File: config.mk
export PLATFORM = sky130hd
export DESIGN_NAME = keypad_arm_disarm_controller
export DESIGN_NICKNAME = d
export VERILOG_FILES = /design/src/rtl/kadc_pkg.sv /design/src/rtl/kadc_cfg.sv /design/src/rtl/kadc_debounce.sv /design/src/rtl/kadc_core.sv /design/src/rtl/keypad_arm_disarm_controller.sv
export SDC_FILE = /design/constraint.sdc
export NUM_CORES = 1
export LEC_CHECK = 0
export BUFFER_PORTS_ARGS = -buffer_cell sky130_fd_sc_hd__clkbuf_2
export CORE_MARGIN = 8
export CORE_UTILIZATION = 55
export DETAILED_ROUTE_END_ITERATION = 10
export GPL_ROUTABILITY_DRIVEN = 0
export HOLD_SLACK_MARGIN = 0.15
export MAX_ROUTING_LAYER = met4
export PLACE_DENSITY = 0.77
export SLEW_MARGIN = 20
export SYNTH_ARGS = -nofsm -noshare
export SYNTH_HDL_FRONTEND = slang
export SYNTH_HIERARCHICAL = 1
export SYNTH_SLANG_ARGS = --single-unit
File: constraint.sdc
create_clock -name clk -period 8.7 [get_ports clk]
set_input_delay 0.87 -clock clk [delete_from_list [all_inputs] [get_ports clk]]
set_output_delay 0.87 -clock clk [all_outputs]
set_load 0.005 [all_outputs]
File: src/rtl/kadc_pkg.sv
// shared types, constants and helpers of the keypad arm/disarm controller
// no dependencies; imported by every module of the block
package kadc_pkg;

  localparam int unsigned HISTORY_DEPTH_DEF = 8;

  localparam int unsigned NUM_REGS   = 5;
  localparam int unsigned ADDR_W     = 5;
  localparam int unsigned DATA_W     = 32;

  localparam logic [2:0] REG_ARM_CODE    = 3'd0;
  localparam logic [2:0] REG_DISARM_CODE = 3'd1;
  localparam logic [2:0] REG_COUNTDOWN   = 3'd2;
  localparam logic [2:0] REG_SECOND_LIM  = 3'd3;
  localparam logic [2:0] REG_BLINK_LIM   = 3'd4;

  localparam logic [5:0]  ARM_CODE_RST    = 6'd57;
  localparam logic [5:0]  DISARM_CODE_RST = 6'd27;
  localparam logic [3:0]  COUNTDOWN_RST   = 4'd10;
  localparam logic [10:0] SECOND_LIM_RST  = 11'd1000;
  localparam logic [10:0] BLINK_LIM_RST   = 11'd255;

  localparam logic [1:0] BUTTON_NONE = 2'd0;
  localparam logic [1:0] BUTTON_1    = 2'd1;
  localparam logic [1:0] BUTTON_2    = 2'd2;
  localparam logic [1:0] BUTTON_3    = 2'd3;

  localparam logic [1:0] ENTRY_FULL  = 2'd3;

  typedef enum logic [1:0] {
    NOTIFY_NONE    = 2'd0,
    NOTIFY_RAISED  = 2'd1,
    NOTIFY_CLEARED = 2'd2
  } notify_t;

  typedef struct packed {
    logic [5:0]  arm_code;
    logic [5:0]  disarm_code;
    logic [3:0]  countdown_seconds;
    logic [10:0] second_limit;
    logic [10:0] blink_limit;
  } cfg_regs_t;

  // countdown length write, used to reload the idle countdown
  typedef struct packed {
    logic       valid;
    logic [3:0] value;
  } cfg_reload_t;

  typedef struct packed {
    logic       is_armed;
    logic       alarm_out;
    logic       led_a;
    logic       led_b;
    logic       motor_start;
    logic       motor_reverse;
    logic [1:0] entry_count;
    logic [3:0] seconds_shown;
    notify_t    notify;
    logic [2:0] clean_buttons;
  } result_t;

  function automatic logic [1:0] code_digit(input logic [5:0] code, input logic [1:0] pos);
    logic [1:0] d;
    unique case (pos)
      2'd0:    d = code[1:0];
      2'd1:    d = code[3:2];
      2'd2:    d = code[5:4];
      default: d = BUTTON_NONE;
    endcase
    return d;
  endfunction

endpackage

File: src/rtl/kadc_cfg.sv
// configuration register file with apb-style access
// depends on kadc_pkg
module kadc_cfg (
  input  logic                          clk,
  input  logic                          rst_n,
  input  logic                          psel,
  input  logic                          penable,
  input  logic                          pwrite,
  input  logic [kadc_pkg::ADDR_W-1:0]   paddr,
  input  logic [kadc_pkg::DATA_W-1:0]   pwdata,
  output logic [kadc_pkg::DATA_W-1:0]   prdata,
  output logic                          pready,
  output kadc_pkg::cfg_regs_t           regs,
  output kadc_pkg::cfg_reload_t         reload
);
  import kadc_pkg::*;

  cfg_regs_t  regs_r;
  logic       wr_en;
  logic [2:0] idx;

  assign pready = 1'b1;
  assign idx    = paddr[4:2];
  assign wr_en  = psel & penable & pwrite & pready;

  always_ff @(posedge clk) begin
    if (!rst_n) begin
      regs_r.arm_code          <= ARM_CODE_RST;
      regs_r.disarm_code       <= DISARM_CODE_RST;
      regs_r.countdown_seconds <= COUNTDOWN_RST;
      regs_r.second_limit      <= SECOND_LIM_RST;
      regs_r.blink_limit       <= BLINK_LIM_RST;
    end else if (wr_en) begin
      unique case (idx)
        REG_ARM_CODE:    regs_r.arm_code          <= pwdata[5:0];
        REG_DISARM_CODE: regs_r.disarm_code       <= pwdata[5:0];
        REG_COUNTDOWN:   regs_r.countdown_seconds <= pwdata[3:0];
        REG_SECOND_LIM:  regs_r.second_limit      <= pwdata[10:0];
        REG_BLINK_LIM:   regs_r.blink_limit       <= pwdata[10:0];
        default: ;
      endcase
    end
  end

  assign reload.valid = wr_en && (idx == REG_COUNTDOWN);
  assign reload.value = pwdata[3:0];
  assign regs         = regs_r;

  always_comb begin
    prdata = '0;
    unique case (idx)
      REG_ARM_CODE:    prdata[5:0]  = regs_r.arm_code;
      REG_DISARM_CODE: prdata[5:0]  = regs_r.disarm_code;
      REG_COUNTDOWN:   prdata[3:0]  = regs_r.countdown_seconds;
      REG_SECOND_LIM:  prdata[10:0] = regs_r.second_limit;
      REG_BLINK_LIM:   prdata[10:0] = regs_r.blink_limit;
      default:         prdata       = '0;
    endcase
  end

endmodule

File: src/rtl/kadc_debounce.sv
// button debouncer: sample shift line and debounced levels
// depends on kadc_pkg
module kadc_debounce #(
  parameter int unsigned HISTORY_DEPTH = kadc_pkg::HISTORY_DEPTH_DEF
) (
  input  logic       clk,
  input  logic       rst_n,
  input  logic       step_en,
  input  logic [2:0] raw,
  output logic [2:0] falling,
  output logic [2:0] stable_nxt
);
  import kadc_pkg::*;

  logic [2:0] hist_r [HISTORY_DEPTH-1];
  logic [2:0] stable_r;
  logic [2:0] all_high;
  logic [2:0] any_high;

  // the stored samples and the new one make up the full history
  always_comb begin
    all_high = raw;
    any_high = raw;
    for (int i = 0; i < HISTORY_DEPTH - 1; i++) begin
      all_high = all_high & hist_r[i];
      any_high = any_high | hist_r[i];
    end
  end

  assign falling    = stable_r & ~any_high;
  assign stable_nxt = all_high | (stable_r & any_high);

  always_ff @(posedge clk) begin
    if (!rst_n) begin
      for (int i = 0; i < HISTORY_DEPTH - 1; i++) begin
        hist_r[i] <= '0;
      end
      stable_r <= '0;
    end else if (step_en) begin
      hist_r[0] <= raw;
      for (int i = 1; i < HISTORY_DEPTH - 1; i++) begin
        hist_r[i] <= hist_r[i-1];
      end
      stable_r <= stable_nxt;
    end
  end

endmodule

File: src/rtl/kadc_core.sv
// code entry, countdown, arm state and alarm blink for one tick
// depends on kadc_pkg
module kadc_core (
  input  logic                   clk,
  input  logic                   rst_n,
  input  logic                   step_en,
  input  logic [2:0]             raw,
  input  logic [2:0]             falling,
  input  logic [2:0]             stable_nxt,
  input  kadc_pkg::cfg_regs_t    regs,
  input  kadc_pkg::cfg_reload_t  reload,
  output kadc_pkg::result_t      result
);
  import kadc_pkg::*;

  logic [1:0]  last_button_r, last_button_nxt;
  logic [1:0]  entry_pos_r,   entry_pos_nxt;
  logic        armed_r,       armed_nxt;
  logic        counting_r,    counting_nxt;
  logic [3:0]  seconds_r,     seconds_nxt;
  logic [10:0] tick_r,        tick_nxt;
  logic        alarm_r,       alarm_nxt;
  logic        led_a_r,       led_a_nxt;
  logic        led_b_r,       led_b_nxt;

  logic        motor_start;
  logic        motor_reverse;
  notify_t     notify;
  logic [11:0] tick_inc;
  logic [1:0]  digit;

  always_comb begin
    last_button_nxt = last_button_r;
    entry_pos_nxt   = entry_pos_r;
    armed_nxt       = armed_r;
    counting_nxt    = counting_r;
    seconds_nxt     = seconds_r;
    tick_nxt        = tick_r;
    alarm_nxt       = alarm_r;
    led_a_nxt       = led_a_r;
    led_b_nxt       = led_b_r;
    motor_start     = 1'b0;
    motor_reverse   = 1'b0;
    notify          = NOTIFY_NONE;
    tick_inc        = '0;
    digit           = last_button_r;

    if (falling != 3'b000) begin
      // lowest raw pressed button wins; none pressed keeps the last digit
      priority if (!raw[0]) digit = BUTTON_1;
      else if (!raw[1])     digit = BUTTON_2;
      else if (!raw[2])     digit = BUTTON_3;
      else                  digit = last_button_r;
      last_button_nxt = digit;

      if (entry_pos_r != ENTRY_FULL && !armed_r &&
          code_digit(regs.arm_code, entry_pos_r) == digit) begin
        entry_pos_nxt = entry_pos_r + 2'd1;
        if (entry_pos_nxt == ENTRY_FULL) begin
          counting_nxt = 1'b1;
        end
      end else if (entry_pos_r != ENTRY_FULL && armed_r &&
                   code_digit(regs.disarm_code, entry_pos_r) == digit) begin
        entry_pos_nxt = entry_pos_r + 2'd1;
        if (entry_pos_nxt == ENTRY_FULL) begin
          // alarm stop forces led a to 0; the arm change toggles led b
          alarm_nxt       = 1'b0;
          notify          = NOTIFY_CLEARED;
          motor_start     = 1'b1;
          motor_reverse   = 1'b1;
          led_a_nxt       = 1'b0;
          led_b_nxt       = ~led_b_r;
          armed_nxt       = 1'b0;
          entry_pos_nxt   = '0;
          last_button_nxt = BUTTON_NONE;
        end
      end else begin
        if (armed_r) begin
          alarm_nxt = 1'b1;
          notify    = NOTIFY_RAISED;
        end
        entry_pos_nxt   = '0;
        last_button_nxt = BUTTON_NONE;
      end
    end

    if (counting_nxt) begin
      tick_inc = {1'b0, tick_nxt} + 12'd1;
      if (tick_inc > {1'b0, regs.second_limit}) begin
        tick_nxt = '0;
        if (seconds_nxt <= 4'd1) begin
          counting_nxt    = 1'b0;
          seconds_nxt     = regs.countdown_seconds;
          motor_start     = 1'b1;
          motor_reverse   = armed_nxt;
          led_a_nxt       = ~led_a_nxt;
          led_b_nxt       = ~led_b_nxt;
          armed_nxt       = ~armed_nxt;
          entry_pos_nxt   = '0;
          last_button_nxt = BUTTON_NONE;
        end else begin
          seconds_nxt = seconds_nxt - 4'd1;
        end
      end else begin
        tick_nxt = tick_inc[10:0];
      end
    end

    // blink shares the tick counter with the countdown
    if (alarm_nxt) begin
      tick_inc = {1'b0, tick_nxt} + 12'd1;
      if (tick_inc > {1'b0, regs.blink_limit}) begin
        tick_nxt  = '0;
        led_a_nxt = ~led_a_nxt;
      end else begin
        tick_nxt = tick_inc[10:0];
      end
    end
  end

  always_ff @(posedge clk) begin
    if (!rst_n) begin
      last_button_r <= BUTTON_NONE;
      entry_pos_r   <= '0;
      armed_r       <= 1'b0;
      counting_r    <= 1'b0;
      seconds_r     <= COUNTDOWN_RST;
      tick_r        <= '0;
      alarm_r       <= 1'b0;
      led_a_r       <= 1'b0;
      led_b_r       <= 1'b1;
    end else if (step_en) begin
      last_button_r <= last_button_nxt;
      entry_pos_r   <= entry_pos_nxt;
      armed_r       <= armed_nxt;
      counting_r    <= counting_nxt;
      seconds_r     <= seconds_nxt;
      tick_r        <= tick_nxt;
      alarm_r       <= alarm_nxt;
      led_a_r       <= led_a_nxt;
      led_b_r       <= led_b_nxt;
    end else if (reload.valid && !counting_r) begin
      seconds_r <= reload.value;
    end
  end

  assign result.is_armed      = armed_nxt;
  assign result.alarm_out     = alarm_nxt;
  assign result.led_a         = led_a_nxt;
  assign result.led_b         = led_b_nxt;
  assign result.motor_start   = motor_start;
  assign result.motor_reverse = motor_start & motor_reverse;
  assign result.entry_count   = entry_pos_nxt;
  assign result.seconds_shown = counting_nxt ? seconds_nxt : 4'd0;
  assign result.notify        = notify;
  assign result.clean_buttons = stable_nxt;

endmodule

File: src/rtl/keypad_arm_disarm_controller.sv
// Keypad arm/disarm controller, top level.
// Input channel: one beat per 1 ms tick, in_buttons_n holds the raw
// active-low levels of three buttons (bit 0 is button 1).
// Result channel: one beat per input beat with arm state, alarm, both LEDs,
// a motor turn request and direction, digits entered, countdown seconds,
// a notify code and the debounced button levels.
// Configuration: apb-style registers at 4*i: arm code, disarm code,
// countdown seconds, second limit and blink limit; pready is always high.
// A beat accepted into the input register is presented on out_valid from
// the result register. Throughput: one beat per cycle unless out_stall
// holds a result; the tick is one pass of logic between the input register
// and the result register, with history and control state updated in the same edge.
// Reset (rst_n low, synchronous) clears the debounce history, so all
// buttons start debounced as pressed, loads the register defaults and
// leaves the block disarmed; no clearing pass is needed.
// When out_stall holds a result, one more beat is taken into the input
// register; in_stall rises only when that register is also full.
module keypad_arm_disarm_controller #(
  parameter int unsigned HISTORY_DEPTH = kadc_pkg::HISTORY_DEPTH_DEF
) (
  input  logic                          clk,
  input  logic                          rst_n,
  input  logic                          in_valid,
  output logic                          in_stall,
  input  logic [2:0]                    in_buttons_n,
  output logic                          out_valid,
  input  logic                          out_stall,
  output logic                          out_is_armed,
  output logic                          out_alarm_out,
  output logic                          out_led_a,
  output logic                          out_led_b,
  output logic                          out_motor_start,
  output logic                          out_motor_reverse,
  output logic [1:0]                    out_entry_count,
  output logic [3:0]                    out_seconds_shown,
  output logic [1:0]                    out_notify,
  output logic [2:0]                    out_clean_buttons,
  input  logic                          psel,
  input  logic                          penable,
  input  logic                          pwrite,
  input  logic [kadc_pkg::ADDR_W-1:0]   paddr,
  input  logic [kadc_pkg::DATA_W-1:0]   pwdata,
  output logic [kadc_pkg::DATA_W-1:0]   prdata,
  output logic                          pready
);
  import kadc_pkg::*;

  logic        s1_valid_r;
  logic [2:0]  s1_buttons_r;
  logic        out_valid_r;
  result_t     res_r;
  result_t     res_nxt;
  logic        step_en;
  logic [2:0]  falling;
  logic [2:0]  stable_nxt;
  cfg_regs_t   regs;
  cfg_reload_t reload;

  assign step_en  = s1_valid_r & (~out_valid_r | ~out_stall);
  assign in_stall = s1_valid_r & out_valid_r & out_stall;

  always_ff @(posedge clk) begin
    if (!rst_n) begin
      s1_valid_r <= 1'b0;
    end else if (!in_stall) begin
      s1_valid_r <= in_valid;
    end
  end

  always_ff @(posedge clk) begin
    if (!in_stall && in_valid) begin
      s1_buttons_r <= in_buttons_n;
    end
  end

  kadc_cfg u_cfg (
    .clk     (clk),
    .rst_n   (rst_n),
    .psel    (psel),
    .penable (penable),
    .pwrite  (pwrite),
    .paddr   (paddr),
    .pwdata  (pwdata),
    .prdata  (prdata),
    .pready  (pready),
    .regs    (regs),
    .reload  (reload)
  );

  kadc_debounce #(
    .HISTORY_DEPTH (HISTORY_DEPTH)
  ) u_debounce (
    .clk        (clk),
    .rst_n      (rst_n),
    .step_en    (step_en),
    .raw        (s1_buttons_r),
    .falling    (falling),
    .stable_nxt (stable_nxt)
  );

  kadc_core u_core (
    .clk        (clk),
    .rst_n      (rst_n),
    .step_en    (step_en),
    .raw        (s1_buttons_r),
    .falling    (falling),
    .stable_nxt (stable_nxt),
    .regs       (regs),
    .reload     (reload),
    .result     (res_nxt)
  );

  // result register, the output beat
  always_ff @(posedge clk) begin
    if (!rst_n) begin
      out_valid_r <= 1'b0;
    end else if (step_en) begin
      out_valid_r <= 1'b1;
    end else if (!out_stall) begin
      out_valid_r <= 1'b0;
    end
  end

  always_ff @(posedge clk) begin
    if (step_en) begin
      res_r <= res_nxt;
    end
  end

  assign out_valid         = out_valid_r;
  assign out_is_armed      = res_r.is_armed;
  assign out_alarm_out     = res_r.alarm_out;
  assign out_led_a         = res_r.led_a;
  assign out_led_b         = res_r.led_b;
  assign out_motor_start   = res_r.motor_start;
  assign out_motor_reverse = res_r.motor_reverse;
  assign out_entry_count   = res_r.entry_count;
  assign out_seconds_shown = res_r.seconds_shown;
  assign out_notify        = res_r.notify;
  assign out_clean_buttons = res_r.clean_buttons;

endmodule

# Word level (Yosys, flattened, before mapping)

Memory sizes are Yosys's and may differ from the RTL's.
Index checks and enable logic that the tools add are counted.

Divide/modulo/power cells: 0
Shifts and indexed selects: 0
Equal/unequal tests: 11
Mux-type cells: 95
Bitwise operators: 40
Add/subtract/negate cells: 4
Order comparisons: 3
Multiply operators: 0
Reduce and logical (&&, ||, !) cells: 20

Operators with widths:

| cell                                                                   | number |
|---|---|
| 1-bit two-way mux                                                      | 51 |
| 2-bit two-way mux                                                      | 23 |
| 11-bit two-way mux                                                     | 4 |
| 3-bit AND                                                              | 9 |
| 11-bit by 1-bit adder with 12-bit output (second input constant)       | 2 |
| 12-bit by 11-bit greater-than comparator with 1-bit output             | 2 |
| 3-bit OR                                                               | 8 |
| 3-bit two-way mux                                                      | 7 |
| 4-bit two-way mux                                                      | 5 |
| 4-bit case mux with 5 select lines                                     | 1 |
| 2-bit case mux with 3 select lines                                     | 2 |
| 5-bit case mux with 2 select lines                                     | 1 |
| 2-bit AND reduction                                                    | 5 |
| 1-bit inverter                                                         | 8 |
| 1-bit OR                                                               | 8 |
| 2-bit case mux with 4 select lines                                     | 1 |
| 1-bit logical AND                                                      | 7 |
| 1-bit AND                                                              | 6 |
| 3-bit by 2-bit equality test with 1-bit output (second input constant) | 2 |
| 2-bit equality test                                                    | 2 |
| 2-bit equality test (second input constant)                            | 2 |
| 4-bit by 1-bit <= comparator with 1-bit output (second input constant) | 1 |
| 4-bit by 1-bit subtractor with 4-bit output (second input constant)    | 1 |
| 3-bit by 1-bit equality test with 1-bit output (second input constant) | 1 |
| 12 further kinds                                                       | 14 |

Memories: 1
Word-level logic and storage cells: 202
Memory bits (read-only): 0
Output and inout bits: 52
Register bits: 87
Bits in writable memories: 21
Bits in latches: 0

Memories:

| name              | words | bits a word | rd ports | clocked after memory_dff | wr ports | RTL line            | text |
|---|---|---|---|---|---|---|---|
| u_debounce.hist_r | 7     | 3           | 7        | 0                        | 7        | kadc_debounce.sv:15 | `logic [2:0] hist_r [HISTORY_DEPTH-1];` |

# Depth between registers and ports, before layout

An unclocked memory read counts as a cell.

Word-level depth: 28
Depth in mapped cells: 31
Mapped depth without buffers: 29

# Modules after synthesis

The synthesis kept the hierarchy.

By module, submodules not included:

| module                       | cells an instance | instances | area each (um2) | sequential area each (um2) |
|---|---|---|---|---|
| kadc_core                    | 415               | 1         | 3065.4          | 480.5 |
| kadc_cfg                     | 224               | 1         | 2043.2          | 760.7 |
| kadc_debounce                | 77                | 1         | 1102.3          | 690.7 |
| keypad_arm_disarm_controller | 28                | 1         | 684.4           | 640.6 |

# Worst setup path after synthesis

No wires, ideal clock.

Kind: register -> register
From: register u_core.tick_r[5]
To: register res_r (netlist bit out_led_a) (data pin)
Path buffers: 3
Cell stages (with the launch flop): 30
Required time: 8.449 ns
Path slack: 2.526 ns
Library setup time: 0.251 ns
Arrival: 5.923 ns
Cells stage by stage: dfxtp_1 -> clkbuf_1 -> nand3_1 -> nor2_1 -> nand4_1 -> xor2_1 -> inv_1 -> ha_1 -> and3_1 -> a221o_1 -> o32a_1 -> clkbuf_1 -> nor3_2 -> mux2i_1 -> inv_1 -> ha_1 -> o21ai_2 -> a2111oi_2 -> xnor2_1 -> inv_1 -> ha_1 -> a21oi_1 -> o21ai_0 -> nor3_1 -> inv_1 -> o31ai_1 -> a211oi_1 -> or2_2 -> xnor2_1 -> buf_4

Cells in the longest elaborated chain, start to end: 8

Ends and longest elaborated chain:

| what                                                       | RTL line                            | text |
|---|---|---|
| start, declared                                            | kadc_core.sv:21                     | `logic [10:0] tick_r, tick_nxt;` |
| start signal, assigned                                     | kadc_core.sv:138                    | `tick_r <= tick_nxt;` |
| 11-bit by 1-bit adder with 12-bit output                   | kadc_core.sv:88                     | `tick_inc = {1'b0, tick_nxt} + 12'd1;` |
| 12-bit by 11-bit greater-than comparator with 1-bit output | kadc_core.sv:89                     | `if (tick_inc > {1'b0, regs.second_limit}) begin` |
| 11-bit two-way mux                                         | kadc_core.sv:89                     |  |
| 11-bit two-way mux                                         | kadc_core.sv:87                     | `if (counting_nxt) begin` |
| 11-bit by 1-bit adder with 12-bit output                   | kadc_core.sv:111                    | `tick_inc = {1'b0, tick_nxt} + 12'd1;` |
| 12-bit by 11-bit greater-than comparator with 1-bit output | kadc_core.sv:112                    | `if (tick_inc > {1'b0, regs.blink_limit}) begin` |
| 1-bit two-way mux                                          | kadc_core.sv:112                    |  |
| 1-bit two-way mux (*)                                      | kadc_core.sv:110                    | `if (alarm_nxt) begin` |
| named net u_core.led_a_nxt                                 | kadc_core.sv:23                     | `logic led_a_r, led_a_nxt;` |
| end signal, assigned                                       | keypad_arm_disarm_controller.sv:126 | `res_r <= res_nxt;` |
| end, declared                                              | keypad_arm_disarm_controller.sv:51  | `result_t res_r;` |

The timed path passes the listed nets; every way through them passes the cells marked *.
A chain may end at the register's enable or synchronous reset.

# Final worst setup path

From: register u_core.tick_r[0]
To: register u_core.tick_r[6]

Cells in the longest elaborated chain, start to end: 8

Ends and longest elaborated chain:

| what                                                       | RTL line |
|---|---|
| 11-bit by 1-bit adder with 12-bit output                   | kadc_core.sv:88 |
| 12-bit by 11-bit greater-than comparator with 1-bit output | kadc_core.sv:89 |
| 11-bit two-way mux                                         | kadc_core.sv:89 |
| 11-bit two-way mux (*)                                     | kadc_core.sv:87 |
| 11-bit by 1-bit adder with 12-bit output                   | kadc_core.sv:111 |
| 12-bit by 11-bit greater-than comparator with 1-bit output | kadc_core.sv:112 |
| 11-bit two-way mux                                         | kadc_core.sv:112 |
| 11-bit two-way mux (*)                                     | kadc_core.sv:110 |

Every way passes the cells marked *; elsewhere a longest branch is shown, timed or not.

==> impl_metrics.toml <==
[timing]
fmax_mhz = 128
slew_headroom_pct = 31.4
finClkSkew_ns = 0.00840
layout_worst_path_cycle_share_pct = 89.7
rsz0062_at_grt = "false"
tns_ns = 0
layout_min_cycle_time_ns = 7.81
slew_viol_final = 0
setup_violations = 0
hold_viol = 0
worstMarginPinSlew_ns = 1.03

[logic_synthesis]
ys_seq_area_share_pct = 37.3
syn_area_per_cell_um2 = 9.27
synth_area_um2 = 6900
synth_edf_count = 41
syn-instance-count = 744
yosys_warnings = 6
yosys_register_bits = 108
ys.flop_type = "dfxtp_1"
synthArstFlopShare_pct = 0
netlist-cell-type-count = 81

[worst_setup_path]
endpoint_kind = "register"
crit_path_start_kind = "register"
crit_arrival_ns = 8.09
worstPathRequired_ns = 8.99
worstPathMaxFanout = 11
critPathKind = "register to register"

[cts]
cts_inserted_buffers = 9
holdBufCountCts = 0
h-tree-depth = 3
clockBufferDepth = 2
clk_latency_ns = 0.37
cts_root_buf = "clkbuf_16"
cts.sinks = 108
postCtsSetupBuffers = 0
cts_resized = 0
path_clk_slew_ns = 0.07
cts_tree = "built"

[floorplanning]
rows = 41
dieArea_um2 = 16400
start_util_pct = 55.5
ios = 99
coreArea_um2 = 12400
die_h_um = 128
die_x_um = 128

[global_route]
met3_usage_pct = 5.03
grt_use_total_pct = 21.5
grt_pass1_wl_mm = 27.5
grt_pass1_vias = 5510
grt_util_met1_pct = 27.2
grt-ovfl-total = 0
use_met2_pct = 33.2
busiest_layer = "met2"
grt_max_degree = 99
antenna_found_initial = 0

[pwr]
ir_drop_uv = 157
p_per_area_nw_per_um2 = 152
power.leakage_nw = 3.20

[place]
io_buffers = 53
dpl.hpwl_mm = 12.2
dp_cells = 922

[cells_and_area]
fin_util_pct = 59.4
fillers = 1089
fin_nets = 839
syn_to_final_growth_pct = 6.91
n_antenna_cell = 0
layout-drive-gt1-share_pct = 14.9
instances_no_fill = 938

[detailed_routing]
drt_first_iter_violations = 509
vias = 5725
vias_per_cell = 6.10
ant_nets = 0
routedWlPerCell_um = 18.1
drt_pass1_iterations = 6
drt-total-wl_mm = 17.0
post-route-drc-count = 0

[outcome]
status = "finished clean"

[job]
drv_cap = 0

[worst_hold_path]
worst_hold_path_type = "register to register"
cell usage after synthesis (all sizes together), types with 3 or more instances:
master,n,area share (%)
dfxtp,67,19
nand2,53,2.9
buf,49,5.1
inv,45,2.4
mux2i,42,6.1
edfxtp,41,18
nor2,41,2.2
nor2b,32,2.9
o21ai,32,2.4
ha,31,5.6
and3,28,2.8
a21oi,27,2.0
clkbuf,21,1.2
nand4,17,1.5
nor3,16,1.2
a22oi,13,1.5
xnor2,13,1.7
and2,11,1.0
nor4,11,2.1
a31oi,10,0.91
nand2b,10,0.91
nand3,10,0.73
xor2,9,1.1
mux2,8,1.3
a211oi,7,0.76
a22o,7,0.89
o211ai,7,0.76
o21a,7,0.76
o22ai,7,0.73
a21o,5,0.54
nand3b,5,0.60
or3,5,0.53
a21boi,4,0.44
a222oi,4,0.58
o21bai,4,0.44
o221a,4,0.65
o31ai,4,0.51
a221oi,3,0.38
and3b,3,0.38
or2,3,0.27
final timing paths:
| kind | startpoint | to | slack (ns) | cells past startpoint |
|---|---|---|---|---|
| max reg2reg | u_core/tick_r[0] | u_core/tick_r[6] | 0.89 | 27 |
| min | u_cfg/regs[10] | u_cfg/regs[10] | 0.48 | 2 |
| max | u_core/tick_r[0] | u_core/tick_r[6] | 0.89 | 27 |
| min reg2reg | u_cfg/regs[10] | u_cfg/regs[10] | 0.48 | 2 |
state kept, by name, summed over array words and instances, names as in the netlist, 3 cells and up:
name                 flops
out_seconds_shown        4
u_core/tick_r           11
u_core/seconds_r         4
u_debounce/stable_r      3
s1_buttons_r             3
u_cfg/regs              38
u_debounce/hist_r       21
out_clean_buttons        3
critical path, stage by stage (launching register included):
cell	delay [ns]
dfxtp_1	0.47
ha_1	0.27
nand3_1	0.24
nor2_1	0.25
nand4_1	0.14
xor2_1	0.30
inv_1	0.10
ha_1	0.29
and3_1	0.21
a221o_1	0.35
o32a_1	0.51
nor3_2	0.56
mux2i_1	0.23
inv_1	0.14
ha_1	0.25
o21ai_2	0.17
a2111oi_2	0.42
xnor2_1	0.26
inv_1	0.11
ha_1	0.33
a21oi_1	0.17
o21ai_0	0.09
nor3_1	0.20
inv_1	0.07
o31ai_1	0.51
and2_1	0.52
or3b_1	0.41
a31oi_1	0.15
per-layer routing:
layer | up-vias | share of wire, %
met5 | - | 0
met4 | 0 | 1.5
met3 | 22 | 7.7
met2 | 262 | 46
met1 | 2753 | 45
li1 | 2688 | -
cells by family after synthesis:
group                    after synthesis  share of synthesized area (%)
multiplexers                          50                           7.40
AO/OA/AOI/OAI                        163                           16.9
adder cells (fa/ha/maj)               31                           5.63
other                                  2                          0.109
AND/OR/NAND/NOR                      251                           21.0
buffers and inverters                117                           8.84
XOR/XNOR                              22                           2.79
flip-flops                           108                           37.3
power by group:
part | switching (W) | leakage, nW | internal (W) | total (W)
logic | 0.0000754 | 2.09 | 0.0000488 | 0.000124
clock network | 0.000207 | 0.156 | 0.000231 | 0.000438
registers | 0.0000183 | 0.960 | 0.000543 | 0.000561
total | 0.000301 | 3.20 | 0.000823 | 0.00112
layout make-up:
type	count	area (um^2)	area share (%)
well taps	172	215	2.92
flip-flops and latches	108	2570	34.9
clock inverters	7	95.1	1.29
multi-input cells	539	3800	51.5
inverters	47	176	2.39
clock buffers	9	225	3.05
repair buffers	56	288	3.90
cells in the final DEF (no fill, tap or decap), types with 11 or more instances in the layout:
| cell type | count |
|---|---|
| nor3_1 | 15 |
| nand2_1 | 53 |
| dfxtp_1 | 67 |
| inv_1 | 45 |
| mux2i_1 | 42 |
| clkbuf_2 | 53 |
| conb_1 | 22 |
| nor2_1 | 41 |
| o21ai_0 | 30 |
| nand4_1 | 17 |
| nor2b_1 | 32 |
| a22oi_1 | 12 |
| xnor2_1 | 13 |
| ha_1 | 31 |
| edfxtp_1 | 41 |
| and2_1 | 11 |
| a21oi_1 | 26 |
| and3_1 | 20 |
per-stage QoR:
step / hold slack, ns / area, um^2 / setup WS, ns / power, W
6_report: 0.484 / 7370 / 0.894 / 0.00112
5_1_grt: 0.506 / 7370 / 0.517 / 0.00116
2_1_floorplan: 0.443 / 6970 / 2.53 / 0.000666
4_1_cts: 0.483 / 7370 / 1.14 / 0.00113
3_3_place_gp: 0.458 / 7050 / 1.35 / 0.000686
3_5_place_dp: 0.472 / 7050 / 1.17 / 0.000693
(Power assumes the default switching activity.)
